## config.mk

```make
export PLATFORM = sky130hd
export DESIGN_NAME = gcd_by_prime_factorization_flat
export DESIGN_NICKNAME = d
export VERILOG_FILES = /design/src/rtl/core/gbpf_pkg.sv /design/src/rtl/core/gbpf_if.sv /design/src/rtl/core/gbpf_unit.sv /design/src/rtl/core/gcd_by_prime_factorization.sv /design/src/flat_wrapper.sv
export SDC_FILE = /design/constraint.sdc
export NUM_CORES = 1
export LEC_CHECK = 0
export BUFFER_PORTS_ARGS = -buffer_cell sky130_fd_sc_hd__buf_2
export CAP_MARGIN = 40
export CORE_MARGIN = 10
export CORE_UTILIZATION = 45
export CTS_BUF_LIST = sky130_fd_sc_hd__clkbuf_8
export DETAILED_ROUTE_END_ITERATION = 7
export PLACE_DENSITY = 0.69
export SLEW_MARGIN = 10
export SYNTH_ARGS = -nofsm -noshare
export SYNTH_HDL_FRONTEND = slang
export SYNTH_SLANG_ARGS = --single-unit
```

## constraint.sdc

```tcl
create_clock -name clk -period 7.95 [get_ports clk]
set_input_delay 1.59 -clock clk [delete_from_list [all_inputs] [get_ports clk]]
set_output_delay 1.59 -clock clk [all_outputs]
set_load 0.05 [all_outputs]
```

## src/rtl/core/gbpf_pkg.sv

```systemverilog
// Shared types and constants for the gcd by prime factorization block.
package gbpf_pkg;

	typedef enum logic [1:0] {
		KIND_FIRST  = 2'd0,
		KIND_SECOND = 2'd1,
		KIND_GCD    = 2'd2
	} kind_t;

	typedef enum logic {
		UOP_DIV,
		UOP_MUL
	} unit_op_t;

	typedef struct packed {
		logic     start;
		unit_op_t op;
	} unit_req_t;

	typedef enum logic [3:0] {
		S_IDLE,
		S_DIV_A,
		S_WAIT_A,
		S_DIV_B,
		S_WAIT_B,
		S_DECIDE,
		S_MUL,
		S_WAIT_MUL,
		S_EMIT_A,
		S_EMIT_B,
		S_FIN,
		S_EMIT_GCD
	} state_t;

	localparam int FIRST_DIVISOR = 2;

endpackage

```

## src/rtl/core/gbpf_if.sv

```systemverilog
// Operand and result channel interfaces for the gcd by prime factorization block.
interface gbpf_in_if #(parameter int W = 31) ();
	logic         valid;
	logic         ready;
	logic [W-1:0] first_operand;
	logic [W-1:0] second_operand;

	modport source (output valid, output first_operand, output second_operand, input ready);
	modport sink (input valid, input first_operand, input second_operand, output ready);
endinterface

interface gbpf_out_if #(parameter int W = 31) ();
	logic         valid;
	logic         ready;
	logic [1:0]   kind;
	logic [W-1:0] value;
	logic         last;

	modport source (output valid, output kind, output value, output last, input ready);
	modport sink (input valid, input kind, input value, input last, output ready);
endinterface

```

## src/rtl/core/gbpf_unit.sv

```systemverilog
// Shared bit-serial unit: restoring division or shift-add multiply, one bit a cycle.
module gbpf_unit #(
	parameter int W = 31
) (
	input  logic                clk,
	input  logic                arst_n,
	input  gbpf_pkg::unit_req_t req,
	input  logic [W-1:0]        opa,
	input  logic [W-1:0]        opb,
	output logic                done,
	output logic [W-1:0]        quo,
	output logic [W-1:0]        rem,
	output logic [W-1:0]        prod
);
	import gbpf_pkg::*;

	localparam int CW = $clog2(W + 1);

	logic [CW-1:0] cnt_q;
	unit_op_t      mode_q;
	logic [W:0]    acc_q;
	logic [W-1:0]  sh_q;
	logic [W-1:0]  opb_q;

	logic [W:0]    shifted;
	logic [W+1:0]  add_x;
	logic [W+1:0]  add_y;
	logic [W+1:0]  sum;
	logic          ge;
	logic [W:0]    acc_next;

	// One adder serves both operations: subtract-compare when dividing,
	// add of the multiplicand when multiplying.
	always_comb begin
		shifted = {acc_q[W-1:0], sh_q[W-1]};
		if (mode_q == UOP_DIV) begin
			add_x = {1'b0, shifted};
			add_y = ~{2'b00, opb_q};
		end else begin
			add_x = {1'b0, acc_q[W-1:0], 1'b0};
			add_y = sh_q[W-1] ? {2'b00, opb_q} : '0;
		end
		sum = add_x + add_y + {{(W+1){1'b0}}, (mode_q == UOP_DIV)};
		ge  = ~sum[W+1];
		if (mode_q == UOP_DIV) begin
			acc_next = ge ? sum[W:0] : shifted;
		end else begin
			acc_next = {1'b0, sum[W-1:0]};
		end
	end

	always_ff @(posedge clk or negedge arst_n) begin
		if (!arst_n) begin
			cnt_q  <= '0;
			mode_q <= UOP_DIV;
		end else if (req.start) begin
			cnt_q  <= CW'(W);
			mode_q <= req.op;
		end else if (cnt_q != '0) begin
			cnt_q <= cnt_q - CW'(1);
		end
	end

	always_ff @(posedge clk) begin
		if (req.start) begin
			acc_q <= '0;
			sh_q  <= opa;
			opb_q <= opb;
		end else if (cnt_q != '0) begin
			acc_q <= acc_next;
			sh_q  <= {sh_q[W-2:0], (mode_q == UOP_DIV) & ge};
		end
	end

	assign done = (cnt_q == '0);
	assign quo  = sh_q;
	assign rem  = acc_q[W-1:0];
	assign prod = acc_q[W-1:0];

endmodule

```

## src/rtl/core/gcd_by_prime_factorization.sv

```systemverilog
// Top level: trial-division factoring sequencer with gcd accumulation.
//
//   channel     dir   payload                              last item of a run
//   operands    in    first_operand, second_operand        -
//   results     out   kind, value, last                    kind gcd, last = 1
//
// Each trial divisor costs two divisions on the shared bit-serial unit,
// plus a multiply for each common factor taken into the gcd and an emit
// state for each factor emitted. The trial divisor stops near the square
// root of the larger residual. The operand channel is ready only while no
// run is in progress; a stalled result holds the sequencer in its emit
// state. Reset clears the sequencer.
module gcd_by_prime_factorization #(
	parameter int OPERAND_WIDTH = 31
) (
	input logic       clk,
	input logic       arst_n,
	gbpf_in_if.sink   operands,
	gbpf_out_if.source results
);
	import gbpf_pkg::*;

	localparam int W = OPERAND_WIDTH;

	state_t       state_q;
	state_t       state_d;

	logic [W-1:0] ra_q;
	logic [W-1:0] rb_q;
	logic [W-1:0] p_q;
	logic [W-1:0] g_q;
	logic [W-1:0] qa_q;
	logic [W-1:0] qb_q;
	logic         za_q;
	logic         zb_q;
	logic         fin_q;

	logic         ov_q;
	kind_t        okind_q;
	logic [W-1:0] ovalue_q;
	logic         olast_q;

	unit_req_t    req;
	logic [W-1:0] u_opa;
	logic [W-1:0] u_opb;
	logic         u_done;
	logic [W-1:0] u_quo;
	logic [W-1:0] u_rem;
	logic [W-1:0] u_prod;

	logic         accept;
	logic         zero_in;
	logic         slot_free;
	logic         stop;
	logic         a_big;
	logic         b_big;
	logic         emit;
	kind_t        emit_kind;
	logic [W-1:0] emit_value;

	gbpf_unit #(.W(W)) u_unit (
		.clk    (clk),
		.arst_n (arst_n),
		.req    (req),
		.opa    (u_opa),
		.opb    (u_opb),
		.done   (u_done),
		.quo    (u_quo),
		.rem    (u_rem),
		.prod   (u_prod)
	);

	assign accept    = operands.valid && operands.ready;
	assign zero_in   = (operands.first_operand == '0) || (operands.second_operand == '0);
	assign slot_free = !ov_q || results.ready;
	assign stop      = (qa_q < p_q) && (qb_q < p_q);
	assign a_big     = (ra_q[W-1:1] != '0);
	assign b_big     = (rb_q[W-1:1] != '0);

	// Next state.
	always_comb begin
		state_d = state_q;
		unique case (state_q)
			S_IDLE: begin
				if (accept) state_d = zero_in ? S_EMIT_GCD : S_DIV_A;
			end
			S_DIV_A:  state_d = S_WAIT_A;
			S_WAIT_A: if (u_done) state_d = S_DIV_B;
			S_DIV_B:  state_d = S_WAIT_B;
			S_WAIT_B: if (u_done) state_d = S_DECIDE;
			S_DECIDE: begin
				priority if (stop)        state_d = S_FIN;
				else if (za_q && zb_q)    state_d = S_MUL;
				else if (za_q)            state_d = S_EMIT_A;
				else if (zb_q)            state_d = S_EMIT_B;
				else                      state_d = S_DIV_A;
			end
			S_MUL:      state_d = S_WAIT_MUL;
			S_WAIT_MUL: if (u_done) state_d = S_EMIT_A;
			S_EMIT_A: begin
				if (slot_free) begin
					priority if (fin_q) state_d = S_FIN;
					else if (zb_q)      state_d = S_EMIT_B;
					else                state_d = S_DIV_A;
				end
			end
			S_EMIT_B: begin
				if (slot_free) state_d = fin_q ? S_FIN : S_DIV_A;
			end
			S_FIN: begin
				// Leftover residuals are 1 or primes: emit the smaller first,
				// and a shared leftover prime also goes into the gcd.
				priority if (a_big && ra_q == rb_q)          state_d = S_MUL;
				else if (a_big && (!b_big || ra_q < rb_q))   state_d = S_EMIT_A;
				else if (b_big)                              state_d = S_EMIT_B;
				else                                         state_d = S_EMIT_GCD;
			end
			S_EMIT_GCD: if (slot_free) state_d = S_IDLE;
			default:    state_d = S_IDLE;
		endcase
	end

	// Outputs of the sequencer.
	always_comb begin
		operands.ready = 1'b0;
		req.start      = 1'b0;
		req.op         = UOP_DIV;
		u_opa          = ra_q;
		u_opb          = p_q;
		emit           = 1'b0;
		emit_kind      = KIND_GCD;
		emit_value     = g_q;
		unique case (state_q)
			S_IDLE: operands.ready = 1'b1;
			S_DIV_A: begin
				req.start = 1'b1;
			end
			S_DIV_B: begin
				req.start = 1'b1;
				u_opa     = rb_q;
			end
			S_MUL: begin
				req.start = 1'b1;
				req.op    = UOP_MUL;
				u_opa     = g_q;
				u_opb     = fin_q ? ra_q : p_q;
			end
			S_EMIT_A: begin
				emit       = slot_free;
				emit_kind  = KIND_FIRST;
				emit_value = fin_q ? ra_q : p_q;
			end
			S_EMIT_B: begin
				emit       = slot_free;
				emit_kind  = KIND_SECOND;
				emit_value = fin_q ? rb_q : p_q;
			end
			S_EMIT_GCD: emit = slot_free;
			default: ;
		endcase
	end

	always_ff @(posedge clk or negedge arst_n) begin
		if (!arst_n) begin
			state_q <= S_IDLE;
			fin_q   <= 1'b0;
			ov_q    <= 1'b0;
		end else begin
			state_q <= state_d;
			if (accept) begin
				fin_q <= 1'b0;
			end else if (state_q == S_DECIDE && stop) begin
				fin_q <= 1'b1;
			end
			if (emit) begin
				ov_q <= 1'b1;
			end else if (results.ready) begin
				ov_q <= 1'b0;
			end
		end
	end

	always_ff @(posedge clk) begin
		if (accept) begin
			ra_q <= operands.first_operand;
			rb_q <= operands.second_operand;
			p_q  <= W'(FIRST_DIVISOR);
			g_q  <= zero_in ? '0 : W'(1);
		end
		if (state_q == S_WAIT_A && u_done) begin
			qa_q <= u_quo;
			za_q <= (u_rem == '0);
		end
		if (state_q == S_WAIT_B && u_done) begin
			qb_q <= u_quo;
			zb_q <= (u_rem == '0);
		end
		if (state_q == S_DECIDE && !stop && !za_q && !zb_q) begin
			p_q <= p_q + W'(1);
		end
		if (state_q == S_WAIT_MUL && u_done) begin
			g_q <= u_prod;
		end
		if (state_q == S_EMIT_A && slot_free) begin
			ra_q <= fin_q ? W'(1) : qa_q;
		end
		if (state_q == S_EMIT_B && slot_free) begin
			rb_q <= fin_q ? W'(1) : qb_q;
		end
		if (emit) begin
			okind_q  <= emit_kind;
			ovalue_q <= emit_value;
			olast_q  <= (emit_kind == KIND_GCD);
		end
	end

	assign results.valid = ov_q;
	assign results.kind  = okind_q;
	assign results.value = ovalue_q;
	assign results.last  = olast_q;

endmodule

```

## src/flat_wrapper.sv

```systemverilog
// flat-port wrapper written by rule: the top's interface ports become plain ports
module gcd_by_prime_factorization_flat import gbpf_pkg::*;
#(
	parameter int OPERAND_WIDTH = 31
)
  (clk, arst_n, operands_valid, operands_first_operand, operands_second_operand, operands_ready, results_valid, results_kind, results_value, results_last, results_ready);
  gbpf_in_if #(.W(OPERAND_WIDTH)) operands_i ();
  gbpf_out_if #(.W(OPERAND_WIDTH)) results_i ();
  input logic clk;
  input logic arst_n;
  input wire logic [$bits(operands_i.valid)-1:0] operands_valid;
  input wire logic [$bits(operands_i.first_operand)-1:0] operands_first_operand;
  input wire logic [$bits(operands_i.second_operand)-1:0] operands_second_operand;
  output wire logic [$bits(operands_i.ready)-1:0] operands_ready;
  output wire logic [$bits(results_i.valid)-1:0] results_valid;
  output wire logic [$bits(results_i.kind)-1:0] results_kind;
  output wire logic [$bits(results_i.value)-1:0] results_value;
  output wire logic [$bits(results_i.last)-1:0] results_last;
  input wire logic [$bits(results_i.ready)-1:0] results_ready;
  assign operands_i.valid = operands_valid;
  assign operands_i.first_operand = operands_first_operand;
  assign operands_i.second_operand = operands_second_operand;
  assign operands_ready = operands_i.ready;
  assign results_valid = results_i.valid;
  assign results_kind = results_i.kind;
  assign results_value = results_i.value;
  assign results_last = results_i.last;
  assign results_i.ready = results_ready;
  gcd_by_prime_factorization #(.OPERAND_WIDTH(OPERAND_WIDTH)) u_core (.clk(clk), .arst_n(arst_n), .operands(operands_i), .results(results_i));
endmodule
```

==> metrics.txt <==
# TYPE chip_impl_metric gauge
chip_impl_metric{name="dp_slack",unit="ns"} 2.43
chip_impl_metric{name="ys.warnings.count",unit=""} 0
chip_impl_metric{name="worst-slew-pin-transition",unit="ns"} 0.931
chip_impl_metric{name="finalHoldViolCount",unit=""} 0
chip_impl_metric{name="place.detailed.instances",unit=""} 2444
chip_impl_metric{name="synth_cell_types",unit=""} 57
chip_impl_metric{name="total_leakage_power",unit="nW"} 8.45
chip_impl_metric{name="cts_max_path_buffers",unit=""} 3
chip_impl_metric{name="period_minus_slack",unit="ns"} 5.62
chip_impl_metric{name="min_period_over_period",unit="%"} 70.7
chip_impl_metric{name="dieWidth",unit="microns"} 224
chip_impl_metric{name="clock_power_share",unit="%"} 44.1
chip_impl_metric{name="core_ar",unit="sq um"} 40900
chip_impl_metric{name="fp.dieH",unit="microns"} 224
chip_impl_metric{name="cts_hold_buffers",unit=""} 0
chip_impl_info{name="commonest_non_fill_non_tap_cell_in_the_layout",value="sky130_fd_sc_hd__edfxtp_1"} 1
chip_impl_metric{name="grt_remaining_overflow",unit=""} 0
chip_impl_metric{name="finalNetCount",unit=""} 2165
chip_impl_metric{name="initial_utilization",unit="%"} 45.7
chip_impl_info{name="cts_root_buf",value="sky130_fd_sc_hd__clkbuf_8"} 1
chip_impl_metric{name="std_cell_rows",unit=""} 74
chip_impl_metric{name="clk_transition_reported_paths",unit="ns"} 0.07
chip_impl_info{name="final_cell_mix",value="283 x sky130_fd_sc_hd__edfxtp_1, 275 x sky130_fd_sc_hd__nand2_1, 183 x sky130_fd_sc_hd__o21ai_0"} 1
chip_impl_metric{name="timing.slew.headroom",unit="%"} 37.9
chip_impl_metric{name="min_delay_path_depth",unit=""} 0
chip_impl_metric{name="critical_path_peak_fanout",unit=""} 36
chip_impl_metric{name="ys_ff_latch",unit=""} 326
chip_impl_metric{name="portBuffers",unit=""} 101
chip_impl_metric{name="post_drt_wl_per_cell",unit="microns"} 24.1
chip_impl_metric{name="vdd_ir_drop_max",unit="mV"} 0.123
chip_impl_metric{name="asyncSetResetFlopFracSynth",unit="%"} 3.68
chip_impl_metric{name="switching_power",unit="uW"} 752
chip_impl_metric{name="drt-pass1-iter-count",unit=""} 6
chip_impl_metric{name="placed_cell_area",unit="sq um"} 19900
chip_impl_metric{name="whs",unit="ns"} 0.476
chip_impl_info{name="beginning_of_the_critical_path",value="u_core.u_unit.mode_q"} 1
chip_impl_metric{name="drive_above_1_share",unit="%"} 13.3
chip_impl_metric{name="synth_seq_area_share",unit="%"} 50.4
chip_impl_metric{name="flow.area_growth_from_synthesis",unit="%"} 11.9
chip_impl_metric{name="power.switching_fraction",unit="%"} 22.4
chip_impl_metric{name="area.sequential",unit="sq um"} 9420
chip_impl_metric{name="synthesis.area_per_instance",unit="sq um"} 10.0
chip_impl_metric{name="avgViaCountPerCell",unit=""} 6.24
chip_impl_metric{name="grt_pass1_wl",unit="microns"} 91700
chip_impl_metric{name="p_seq_share",unit="%"} 54.6
chip_impl_metric{name="finalWorstSetupSlack",unit="ns"} 2.33
chip_impl_info{name="synth_flop_cell",value="sky130_fd_sc_hd__edfxtp_1"} 1
chip_impl_metric{name="post-route-drc-count",unit=""} 0
chip_impl_metric{name="reg2reg_slack",unit="ns"} 2.33
chip_impl_metric{name="tot_gr_track_use",unit="%"} 23.6
chip_impl_metric{name="initialDrtViolationCount",unit=""} 2015
chip_impl_metric{name="post_cts_resize_count",unit=""} 0
chip_impl_metric{name="cts-buffers-inserted",unit=""} 57
chip_impl_metric{name="design_area",unit="sq um"} 20900
chip_impl_metric{name="layoutNonFillerInstCount",unit=""} 2544
chip_impl_metric{name="clk_latency",unit="ns"} 0.65
chip_impl_metric{name="synth_edf_count",unit=""} 283
chip_impl_info{name="run_status",value="finished, final reports clean"} 1
chip_impl_metric{name="grt_pass1_vias",unit=""} 15129
chip_impl_metric{name="antenna_left",unit=""} 0
chip_impl_metric{name="report.final.setup_viol",unit=""} 0
chip_impl_metric{name="htree_num_levels",unit=""} 2
chip_impl_info{name="timing.hold.worst.start",value="u_core.u_unit.quo[16]"} 1
chip_impl_info{name="critical_path.startpoint_type",value="flop"} 1
chip_impl_info{name="worst_setup_path_end_kind",value="flop"} 1
chip_impl_metric{name="dp_hpwl",unit="microns"} 43900
chip_impl_metric{name="worstRegToRegCells",unit=""} 22
chip_impl_metric{name="multi_input_comb_area",unit="sq um"} 8680
chip_impl_metric{name="setup_total_negative_slack",unit="ns"} 0
chip_impl_metric{name="mappedNetlistNets",unit=""} 2061
chip_impl_metric{name="post_cts_buffers",unit=""} 0
chip_impl_metric{name="tritoncts_num_sinks",unit=""} 326
chip_impl_metric{name="timing.max_cap.violations",unit=""} 0
chip_impl_info{name="cts_tree",value="built"} 1
chip_impl_info{name="worstReg2RegStart",value="u_core.u_unit.mode_q"} 1
chip_impl_metric{name="top_level_ports",unit=""} 102
chip_impl_metric{name="power.share.combinational",unit="%"} 1.3
chip_impl_metric{name="p_int",unit="mW"} 2.61
chip_impl_info{name="hold_class",value="flop to flop"} 1
chip_impl_metric{name="fin_total_pwr",unit="mW"} 3.37
chip_impl_metric{name="place_congestion",unit=""} 0.980
chip_impl_info{name="whs_endpoint",value="u_core.qa_q[16]"} 1
chip_impl_metric{name="syn-cell-area",unit="sq um"} 18700
chip_impl_metric{name="synthCells",unit=""} 1867
chip_impl_info{name="crit_type",value="flop to flop"} 1
chip_impl_metric{name="final_core_utilization",unit="%"} 51.1
chip_impl_metric{name="grt_antenna_before_repair",unit=""} 0
chip_impl_metric{name="clock-skew-final",unit="ns"} 0.0186
chip_impl_metric{name="wirelength",unit="microns"} 61400
chip_impl_metric{name="fillCellCount",unit=""} 3630
chip_impl_metric{name="worst_ep_arrival_time",unit="ns"} 6.18
chip_impl_metric{name="dr_total_vias",unit=""} 15887
chip_impl_info{name="worstReg2RegEnd",value="u_core.u_unit.acc_q[30]"} 1
chip_impl_info{name="setup_repair_after_global_routing_missed_its_margin",value="false"} 1
chip_impl_metric{name="timing.fmax",unit="GHz"} 0.178
chip_impl_metric{name="final-max-slew-violation-count",unit=""} 0
chip_impl_metric{name="design.die.area",unit="sq um"} 50100
chip_impl_metric{name="crit_path_required_time",unit="ns"} 8.52
chip_impl_metric{name="grt_start_max_net_pins",unit=""} 71
chip_impl_metric{name="power.density_cell_area",unit="nW/um^2"} 161
## power by group through the flow
stage / registers (mW) / logic, mW / clock network (mW)
floorplan: 1.87 / 0.0122 / 0
global route: 1.84 / 0.0484 / 1.57
finish: 1.84 / 0.0441 / 1.48
detailed placement: 1.87 / 0.0438 / 0
global placement: 1.87 / 0.0427 / 0
CTS: 1.84 / 0.0439 / 1.50
## registers in the layout (all words and copies together) (netlist names)
register	flops
u_core.results.valid	1
u_core.qa_q	31
u_core.qb_q	31
u_core.u_unit.mode_q	1
u_core.g_q	31
u_core.results.value	31
u_core.rb_q	31
u_core.results.kind	2
u_core.fin_q	1
u_core.p_q	31
u_core.za_q	1
u_core.u_unit.cnt_q	5
u_core.u_unit.opb_q	31
u_core.zb_q	1
u_core.ra_q	31
u_core.u_unit.quo	31
u_core.u_unit.acc_q	31
u_core.state_q	4
## synthesized netlist by cell type, types with 31 or more instances
| cell | number | share of area, % |
|---|---|---|
| sky130_fd_sc_hd__mux2_2 | 33 | 2.0 |
| sky130_fd_sc_hd__nor2_1 | 142 | 2.9 |
| sky130_fd_sc_hd__a22oi_1 | 56 | 2.2 |
| sky130_fd_sc_hd__a21oi_1 | 100 | 2.7 |
| sky130_fd_sc_hd__dfxtp_1 | 31 | 3.3 |
| sky130_fd_sc_hd__nor4_1 | 40 | 1.3 |
| sky130_fd_sc_hd__edfxtp_1 | 283 | 45 |
| sky130_fd_sc_hd__ha_1 | 126 | 8.4 |
| sky130_fd_sc_hd__nand4_1 | 31 | 1.0 |
| sky130_fd_sc_hd__nand2_1 | 276 | 5.5 |
| sky130_fd_sc_hd__and2_1 | 35 | 1.2 |
| sky130_fd_sc_hd__inv_1 | 79 | 1.6 |
| sky130_fd_sc_hd__clkbuf_1 | 79 | 1.6 |
| sky130_fd_sc_hd__nor3_1 | 33 | 0.88 |
| sky130_fd_sc_hd__o21ai_0 | 184 | 4.9 |
| sky130_fd_sc_hd__nand3_1 | 34 | 0.91 |
| sky130_fd_sc_hd__xnor2_1 | 42 | 2.0 |
| sky130_fd_sc_hd__a21o_1 | 42 | 1.7 |
## worst max path at each step
stage | end | slack [ns] | depth (start not counted)
2_1_floorplan | u_core.qa_q[0] | 3.03 | 7
3_5_place_dp | u_core.u_unit.acc_q[30] | 2.43 | 22
6_report | u_core.u_unit.acc_q[30] | 2.33 | 22
3_3_place_gp | u_core.u_unit.acc_q[30] | 2.55 | 22
4_1_cts | u_core.u_unit.acc_q[30] | 2.37 | 22
5_1_grt | u_core.u_unit.acc_q[30] | 1.79 | 22
## per-layer routing
| layer | GRT usage, % | part of all wire [%] | vias to the layer above |
|---|---|---|---|
| li1 | - | - | 7107 |
| met1 | 31.3 | 40 | 7610 |
| met2 | 36.3 | 45 | 993 |
| met3 | 4.96 | 11 | 177 |
| met4 | 10.7 | 4.3 | 0 |
| met5 | 0 | 0 | - |
## cell type report
| type | count | area share [%] |
|---|---|---|
| sequential | 326 | 45.0 |
| multi-input combinational | 1370 | 41.5 |
| clock buffer | 60 | 3.95 |
| timing repair buffer | 136 | 3.87 |
| tap | 532 | 3.18 |
| inverter | 80 | 1.44 |
| clock inverter | 39 | 1.03 |
| antenna | 1 | 0.0120 |
## cells by family (layout without fill, tap and decap cells)
group / after synthesis / count (layout) / share of synthesized area (%)
other: 0 / 1 / 0
AND/OR/NAND/NOR: 639 / 639 / 15.4
buffers and inverters: 171 / 315 / 3.48
multiplexers: 55 / 55 / 3.17
adder cells (fa/ha/maj): 128 / 128 / 8.65
XOR/XNOR: 50 / 50 / 2.34
flip-flops: 326 / 326 / 50.4
AO/OA/AOI/OAI: 498 / 498 / 16.6
## worst max-delay path, stage by stage, from the launching register on
cell and delay (ns):
sky130_fd_sc_hd__dfrtp_1 0.96, sky130_fd_sc_hd__and2_1 0.24, sky130_fd_sc_hd__buf_4 0.30, sky130_fd_sc_hd__nand2_1 0.08
sky130_fd_sc_hd__o21ai_0 0.09, sky130_fd_sc_hd__fa_1 0.25, sky130_fd_sc_hd__inv_1 0.06, sky130_fd_sc_hd__fa_1 0.37
sky130_fd_sc_hd__nor2b_1 0.19, sky130_fd_sc_hd__o2111ai_1 0.19, sky130_fd_sc_hd__a211oi_1 0.41, sky130_fd_sc_hd__o31ai_2 0.13
sky130_fd_sc_hd__nand3_1 0.16, sky130_fd_sc_hd__a31oi_1 0.13, sky130_fd_sc_hd__o21ai_1 0.22, sky130_fd_sc_hd__o211ai_1 0.10
sky130_fd_sc_hd__nand2_1 0.07, sky130_fd_sc_hd__ha_1 0.23, sky130_fd_sc_hd__nand2_1 0.68, sky130_fd_sc_hd__nor2_1 0.08
sky130_fd_sc_hd__a311oi_1 0.29, sky130_fd_sc_hd__a21oi_1 0.09, sky130_fd_sc_hd__a211oi_2 0.19
(Power assumes the default switching activity.)
